File: src/atf_pkg.sv
// Package for the accelerometer tilt-angle filter.
// Holds widths, the CORDIC arctangent table and the shared command/status structs.
// No dependencies.
package atf_pkg;

    localparam int CORDIC_STEPS = 16;
    localparam int TAB_LEN      = 24;
    localparam int CW           = 42;   // CORDIC x/y width
    localparam int AW           = 26;   // angle accumulator width, degrees Q16
    localparam int SW           = 22;   // filtered value width
    localparam int SQW          = 60;   // square-root radicand width
    localparam int RW           = 30;   // root width
    localparam int ROLL_MAX     = 23040;
    localparam int PITCH_MAX    = 11520;
    localparam int DEG90        = 5898240;

    function automatic logic [AW-1:0] atan_tab(input logic [4:0] i);
        logic [AW-1:0] v;
        begin
            case (i)
                5'd0:  v = AW'(2949120);
                5'd1:  v = AW'(1740967);
                5'd2:  v = AW'(919879);
                5'd3:  v = AW'(466945);
                5'd4:  v = AW'(234379);
                5'd5:  v = AW'(117304);
                5'd6:  v = AW'(58666);
                5'd7:  v = AW'(29335);
                5'd8:  v = AW'(14668);
                5'd9:  v = AW'(7334);
                5'd10: v = AW'(3667);
                5'd11: v = AW'(1833);
                5'd12: v = AW'(917);
                5'd13: v = AW'(458);
                5'd14: v = AW'(229);
                5'd15: v = AW'(115);
                5'd16: v = AW'(57);
                5'd17: v = AW'(29);
                5'd18: v = AW'(14);
                5'd19: v = AW'(7);
                5'd20: v = AW'(4);
                5'd21: v = AW'(2);
                5'd22: v = AW'(1);
                default: v = '0;
            endcase
            return v;
        end
    endfunction

    // controller to datapath
    typedef struct packed {
        logic load;      // capture input beat
        logic filt;      // filter step on axis filt_ax
        logic [1:0] filt_ax;
        logic sq_x;      // square fx
        logic sq_z;      // square fz, sum
        logic sqrt_init;
        logic sqrt_step;
        logic roll_init;
        logic pitch_init;
        logic cor_step;
        logic roll_done;
        logic pitch_done;
        logic out_load;
        logic out_zero;
    } atf_cmd_t;

    // datapath to controller
    typedef struct packed {
        logic sqrt_last;
        logic cor_last;
        logic new_data;
    } atf_sts_t;

endpackage

File: src/atf_ctrl.sv
// Controller state machine for the tilt-angle filter.
// Depends on atf_pkg; sequences atf_datapath through commands.
module atf_ctrl (
    input  logic              clk,
    input  logic              rst_n,
    input  logic              in_valid,
    output logic              in_stall,
    output logic              out_valid,
    input  logic              out_stall,
    input  atf_pkg::atf_sts_t sts,
    output atf_pkg::atf_cmd_t cmd
);
    import atf_pkg::*;

    typedef enum logic [11:0] {
        S_IDLE   = 12'b000000000001,
        S_CHK    = 12'b000000000010,
        S_FILT   = 12'b000000000100,
        S_SQX    = 12'b000000001000,
        S_SQZ    = 12'b000000010000,
        S_SQRT   = 12'b000000100000,
        S_RINIT  = 12'b000001000000,
        S_RSTEP  = 12'b000010000000,
        S_PINIT  = 12'b000100000000,
        S_PSTEP  = 12'b001000000000,
        S_OUT    = 12'b010000000000,
        S_HOLD   = 12'b100000000000
    } state_t;

    state_t state_reg, state_next;
    logic [1:0] ax_reg, ax_next;
    logic ov_reg, ov_next;

    assign in_stall  = (state_reg != S_IDLE);
    assign out_valid = ov_reg;

    always_comb
    begin
        state_next = state_reg;
        ax_next    = ax_reg;
        ov_next    = ov_reg;
        cmd        = '0;
        cmd.filt_ax = ax_reg;
        case (state_reg)
            S_IDLE:
            begin
                if (in_valid)
                begin
                    cmd.load   = 1'b1;
                    state_next = S_CHK;
                end
            end
            S_CHK:
            begin
                ax_next = 2'd0;
                if (sts.new_data)
                    state_next = S_FILT;
                else
                begin
                    cmd.out_zero = 1'b1;
                    ov_next      = 1'b1;
                    state_next   = S_HOLD;
                end
            end
            S_FILT:
            begin
                cmd.filt = 1'b1;
                ax_next  = ax_reg + 2'd1;
                if (ax_reg == 2'd2)
                    state_next = S_SQX;
            end
            S_SQX:
            begin
                cmd.sq_x   = 1'b1;
                state_next = S_SQZ;
            end
            S_SQZ:
            begin
                cmd.sq_z      = 1'b1;
                cmd.sqrt_init = 1'b1;
                state_next    = S_SQRT;
            end
            S_SQRT:
            begin
                cmd.sqrt_step = 1'b1;
                if (sts.sqrt_last)
                    state_next = S_RINIT;
            end
            S_RINIT:
            begin
                cmd.roll_init = 1'b1;
                state_next    = S_RSTEP;
            end
            S_RSTEP:
            begin
                cmd.cor_step = 1'b1;
                if (sts.cor_last)
                    state_next = S_PINIT;
            end
            S_PINIT:
            begin
                cmd.roll_done  = 1'b1;
                cmd.pitch_init = 1'b1;
                state_next     = S_PSTEP;
            end
            S_PSTEP:
            begin
                cmd.cor_step = 1'b1;
                if (sts.cor_last)
                    state_next = S_OUT;
            end
            S_OUT:
            begin
                cmd.pitch_done = 1'b1;
                state_next     = S_HOLD;
            end
            S_HOLD:
            begin
                // load result beat once, then wait until taken
                if (!ov_reg)
                begin
                    cmd.out_load = 1'b1;
                    ov_next      = 1'b1;
                end
                else if (!out_stall)
                begin
                    ov_next    = 1'b0;
                    state_next = S_IDLE;
                end
            end
            default:
                state_next = S_IDLE;
        endcase
    end

    always_ff @(posedge clk or negedge rst_n)
    begin
        if (!rst_n)
        begin
            state_reg <= S_IDLE;
            ax_reg    <= '0;
            ov_reg    <= 1'b0;
        end
        else
        begin
            state_reg <= state_next;
            ax_reg    <= ax_next;
            ov_reg    <= ov_next;
        end
    end

endmodule

File: config.mk
export PLATFORM = sky130hd
export DESIGN_NAME = atf_ctrl
export DESIGN_NICKNAME = d
export VERILOG_FILES = /design/src/atf_pkg.sv /design/src/atf_ctrl.sv
export SDC_FILE = /design/constraint.sdc
export NUM_CORES = 1
export LEC_CHECK = 0
export BUFFER_PORTS_ARGS = -buffer_cell sky130_fd_sc_hd__buf_2
export CAP_MARGIN = 10
export CELL_PAD_IN_SITES_DETAIL_PLACEMENT = 0
export CELL_PAD_IN_SITES_GLOBAL_PLACEMENT = 1
export CORE_ASPECT_RATIO = 1.75
export CORE_MARGIN = 4
export CORE_UTILIZATION = 34
export DETAILED_ROUTE_END_ITERATION = 10
export PLACE_DENSITY_LB_ADDON = 0.25
export SLEW_MARGIN = 30
export SYNTH_ARGS = -nofsm -noshare
export SYNTH_HDL_FRONTEND = slang
export SYNTH_SLANG_ARGS = --single-unit
File: constraint.sdc
create_clock -name clk -period 2.41 [get_ports clk]
set_input_delay 0.241 -clock clk [delete_from_list [all_inputs] [get_ports clk]]
set_output_delay 0.241 -clock clk [all_outputs]
set_load 0.1 [all_outputs]
==> impl_results.html <==
<table>
<tr><th>Metric</th><th>Value</th></tr>
<tr><th colspan="2">Logic synthesis</th></tr>
<tr><td>Post-synth cell types</td><td>40</td></tr>
<tr><td>Average instance area after synthesis</td><td>8.97 µm²</td></tr>
<tr><td>Count of mapped cells out of synthesis</td><td>106</td></tr>
<tr><td>Synthesis-stage register bit count</td><td>15</td></tr>
<tr><td>Synthesized net count</td><td>114</td></tr>
<tr><td>Ys Warns</td><td>0</td></tr>
<tr><td>Mapped cell area</td><td>951 µm²</td></tr>
<tr><td>Share of synthesized area occupied by flip-flops and latches</td><td>39.6%</td></tr>
<tr><th colspan="2">CTS</th></tr>
<tr><td>Clock buffer depth</td><td>2</td></tr>
<tr><td>Clock-pin slew on the worst setup and hold paths</td><td>0.06 ns</td></tr>
<tr><td># clock sinks</td><td>15</td></tr>
<tr><td># H-tree levels</td><td>1</td></tr>
<tr><td>Clock root buffer master</td><td>sky130_fd_sc_hd__clkbuf_8</td></tr>
<tr><td>Insertion delay of the later-clocked pin in the worst-skew pair</td><td>0.24 ns</td></tr>
<tr><td>TritonCTS buffer count</td><td>3</td></tr>
<tr><td>Clock tree from TritonCTS</td><td>done</td></tr>
<tr><th colspan="2">GRT</th></tr>
<tr><td>Global-route wire length before repair</td><td>4620 µm</td></tr>
<tr><td>Global-route congestion overflow total</td><td>0</td></tr>
<tr><td>Overall routing resource usage</td><td>16.8%</td></tr>
<tr><td>Largest net degree at the start of global routing</td><td>16</td></tr>
<tr><td>Initial antenna violation count</td><td>0</td></tr>
<tr><td>Number of global-route vias before repair</td><td>1056</td></tr>
<tr><th colspan="2">Die</th></tr>
<tr><td>Die width</td><td>48.0 µm</td></tr>
<tr><td>Floorplan row count</td><td>25</td></tr>
<tr><td>Core Box Area</td><td>0.00269 mm²</td></tr>
<tr><td>Die boundary height</td><td>78.0 µm</td></tr>
<tr><td>Number of I/O pins</td><td>24</td></tr>
<tr><td>Die area</td><td>0.00374 mm²</td></tr>
<tr><td>Starting utilization of the core area</td><td>35.3%</td></tr>
<tr><th colspan="2">Layout</th></tr>
<tr><td>Flip-flop count of the largest register after layout</td><td>12</td></tr>
<tr><td>Sequential cell area</td><td>377 µm²</td></tr>
<tr><td>Final instance count without filler cells</td><td>175</td></tr>
<tr><td>Commonest cells after routing, fill and taps aside</td><td>sky130_fd_sc_hd__buf_4 (20), sky130_fd_sc_hd__dfrtp_1 (14), sky130_fd_sc_hd__buf_12 (12), sky130_fd_sc_hd__buf_2 (11)</td></tr>
<tr><td>Ratio of cells with drive above 1 in the final layout</td><td>50.7%</td></tr>
<tr><td>Layout net count</td><td>157</td></tr>
<tr><td>Final core occ</td><td>57.7%</td></tr>
<tr><td>Most frequent standard cell in the layout excluding fill and tap cells</td><td>sky130_fd_sc_hd__buf_4</td></tr>
<tr><td>Area used by multi-input combinational logic</td><td>612 µm²</td></tr>
<tr><td>Count of filler cells inserted in the layout</td><td>235</td></tr>
<tr><td>Diodes inserted</td><td>0</td></tr>
<tr><td>P&amp;R area growth vs syn</td><td>63.3%</td></tr>
<tr><th colspan="2">STA</th></tr>
<tr><td>Final critical-path required period</td><td>2.61 ns</td></tr>
<tr><td>Actual slew at the worst max-slew pin</td><td>0.491 ns</td></tr>
<tr><td>Fin crit share</td><td>108%</td></tr>
<tr><td>Peak Freq</td><td>0.383 GHz</td></tr>
<tr><td>Worst relative slew slack</td><td>67.5%</td></tr>
<tr><td>Unrepaired setup endpoints after global routing</td><td>true</td></tr>
<tr><td>Total of endpoints with negative setup slack in the final report</td><td>8</td></tr>
<tr><td>Minimum hold slack</td><td>0.259 ns</td></tr>
<tr><td>Final WS setup</td><td>-0.202 ns</td></tr>
<tr><td>Worst setup skew after layout</td><td>0.00343 ns</td></tr>
<tr><td>Endpoints failing hold</td><td>0</td></tr>
<tr><td>Final Slew Violations</td><td>0</td></tr>
<tr><th colspan="2">Placement</th></tr>
<tr><td>Cell Count Post-Placement</td><td>162</td></tr>
<tr><td>HPWL Detailed</td><td>2060 µm</td></tr>
<tr><td>Final Wtd Congestion</td><td>0.879</td></tr>
<tr><td>Quantity of I/O buffers inserted on ports</td><td>23</td></tr>
<tr><th colspan="2">Flow run</th></tr>
<tr><td>Max-cap viol count</td><td>0</td></tr>
<tr><th colspan="2">Routing</th></tr>
<tr><td>Final antenna-violating net count</td><td>0</td></tr>
<tr><td>Number of design-rule violations left by the first detailed-router iteration</td><td>35</td></tr>
<tr><td>Number of vias in the routed layout</td><td>991</td></tr>
<tr><td>DR pass1 iterations</td><td>4</td></tr>
<tr><td>Remaining routing DRC violations</td><td>0</td></tr>
<tr><td>Wire per inst</td><td>16.1 µm</td></tr>
<tr><td>Mean number of vias per cell</td><td>5.66</td></tr>
<tr><td>Overall routed net length</td><td>2820 µm</td></tr>
<tr><th colspan="2">Power and ir drop</th></tr>
<tr><td>Worst ir drop on vdd</td><td>0.745 mV</td></tr>
<tr><td>Standby leakage power</td><td>0.000720 µW</td></tr>
<tr><td>Ratio of total power to cell area</td><td>1240 mW/mm²</td></tr>
<tr><th colspan="2">Outcome</th></tr>
<tr><td>Status</td><td>finished, violations left</td></tr>
<tr><td>Violated checks</td><td>negative setup slack</td></tr>
<tr><th colspan="2">Worst setup path</th></tr>
<tr><td>Data required time at the worst endpoint</td><td>2.17 ns</td></tr>
<tr><td>Startpoint-to-endpoint class of the critical path</td><td>flip-flop to output port</td></tr>
<tr><td>Startpoint kind of the worst setup timing path</td><td>flip-flop</td></tr>
<tr><td>Crit Path Max Fanout</td><td>6</td></tr>
<tr><td>Arrival time at the worst endpoint</td><td>2.37 ns</td></tr>
<tr><td>Nature of the critical path endpoint</td><td>output port</td></tr>
<tr><th colspan="2">Hold path</th></tr>
<tr><td>Type of the most critical hold path</td><td>input pin to flip-flop</td></tr>
</table>
==> cell families (layout without fill, tap and decap cells) <==
logic type               count (synthesis)  after routing  share of synthesized area, %
XOR/XNOR                                 2              2                          1.84
adder cells (fa/ha/maj)                  1              1                          1.32
buffers and inverters                   12             54                          7.10
AO/OA/AOI/OAI                           19             19                          13.6
AND/OR/NAND/NOR                         57             57                          36.6
flip-flops                              15             15                          39.6
==> area by class of cell <==
cell class	count	area share [%]
sequential	15	24.3
inverter	5	1.21
clock buffer	4	2.90
multi-input combinational	79	39.4
tap	27	2.18
timing repair buffer	45	30.1
==> through the flow <==
step           TNS [ns]  area (µm²)  worst slack (ns)  power [µW]
3_3_place_gp          0        1410            0.0693        1600
4_1_cts          -0.471        1530            -0.184        1910
5_1_grt           -1.38        1550            -0.245        2020
6_report          -1.00        1550            -0.202        1920
3_5_place_dp          0        1410            0.0537        1620
2_1_floorplan     -4.39        1050            -0.903        1340
==> power by group <==
part	switching, µW	leakage, µW	internal, µW
combinational	869	0.000500	490
sequential	42.5	0.000197	314
clock	86.6	0.0000228	117
==> critical path: stages (launching register included) <==
cell and delay, ns:
sky130_fd_sc_hd__dfrtp_1 0.39, sky130_fd_sc_hd__or4_4 0.54, sky130_fd_sc_hd__buf_4 0.15, sky130_fd_sc_hd__buf_6 0.11
sky130_fd_sc_hd__or4_4 0.57, sky130_fd_sc_hd__nor2_4 0.17, sky130_fd_sc_hd__buf_12 0.19
==> final timing paths <==
kind,to,slack (ns),from,cells after the start
max,cmd[9],-0.20,state_reg[3],6
min,state_reg[5],0.26,sts[2],4
max reg2reg,state_reg[10],-0.08,state_reg[3],7
min reg2reg,ax_reg[1],0.55,ax_reg[1],2
max in group asynchronous,state_reg[0],1.67,rst_n,2
min in group asynchronous,state_reg[4],0.44,rst_n,2
==> cells in the mapped netlist (all sizes together) <==
library cell / number / share of area [%]
nor2b: 2 / 1.3
o311a: 1 / 1.1
dfrtp: 14 / 37
or3: 2 / 1.3
xnor2: 1 / 0.92
o21ai: 5 / 2.6
a21oi: 3 / 1.6
inv: 5 / 2.0
or4b: 4 / 4.2
a31o: 1 / 0.92
or2: 2 / 1.3
nand2b: 4 / 2.6
or4: 5 / 4.7
nor4: 1 / 0.66
o31ai: 1 / 0.79
buf: 4 / 3.9
o32ai: 1 / 0.92
nor3b: 1 / 0.79
and3: 5 / 3.3
clkbuf: 3 / 1.2
nand2: 3 / 1.2
dfstp: 1 / 2.8
nand4b: 1 / 0.92
xor2: 1 / 0.92
a31oi: 2 / 1.3
o311ai: 1 / 0.92
a21o: 2 / 1.6
a211o: 1 / 1.1
ha: 1 / 1.3
nor2: 13 / 5.1
and4: 1 / 0.92
or3b: 2 / 2.1
nor3: 10 / 5.3
o21bai: 1 / 0.79
nand3b: 1 / 0.79
==> per-layer routing <==
metal	share of wire (%)	track usage, %	wire length, µm	vias to the layer above
met5	0	0	0	-
met4	2.1	7.55	59	0
met3	3.1	2.55	88	6
met2	58	29.7	1640	22
met1	37	17.9	1030	488
li1	-	-	-	475
==> timing repair <==
item	CTS	global route
pin swaps	7	5
hold buffers	1	0
hold endpoints to repair	14	0
endpoints found under the setup margin	5	11
setup buffers	9	1
resized for setup	4	4
cloned	0	0
Power figures use the tool's default switching activity.
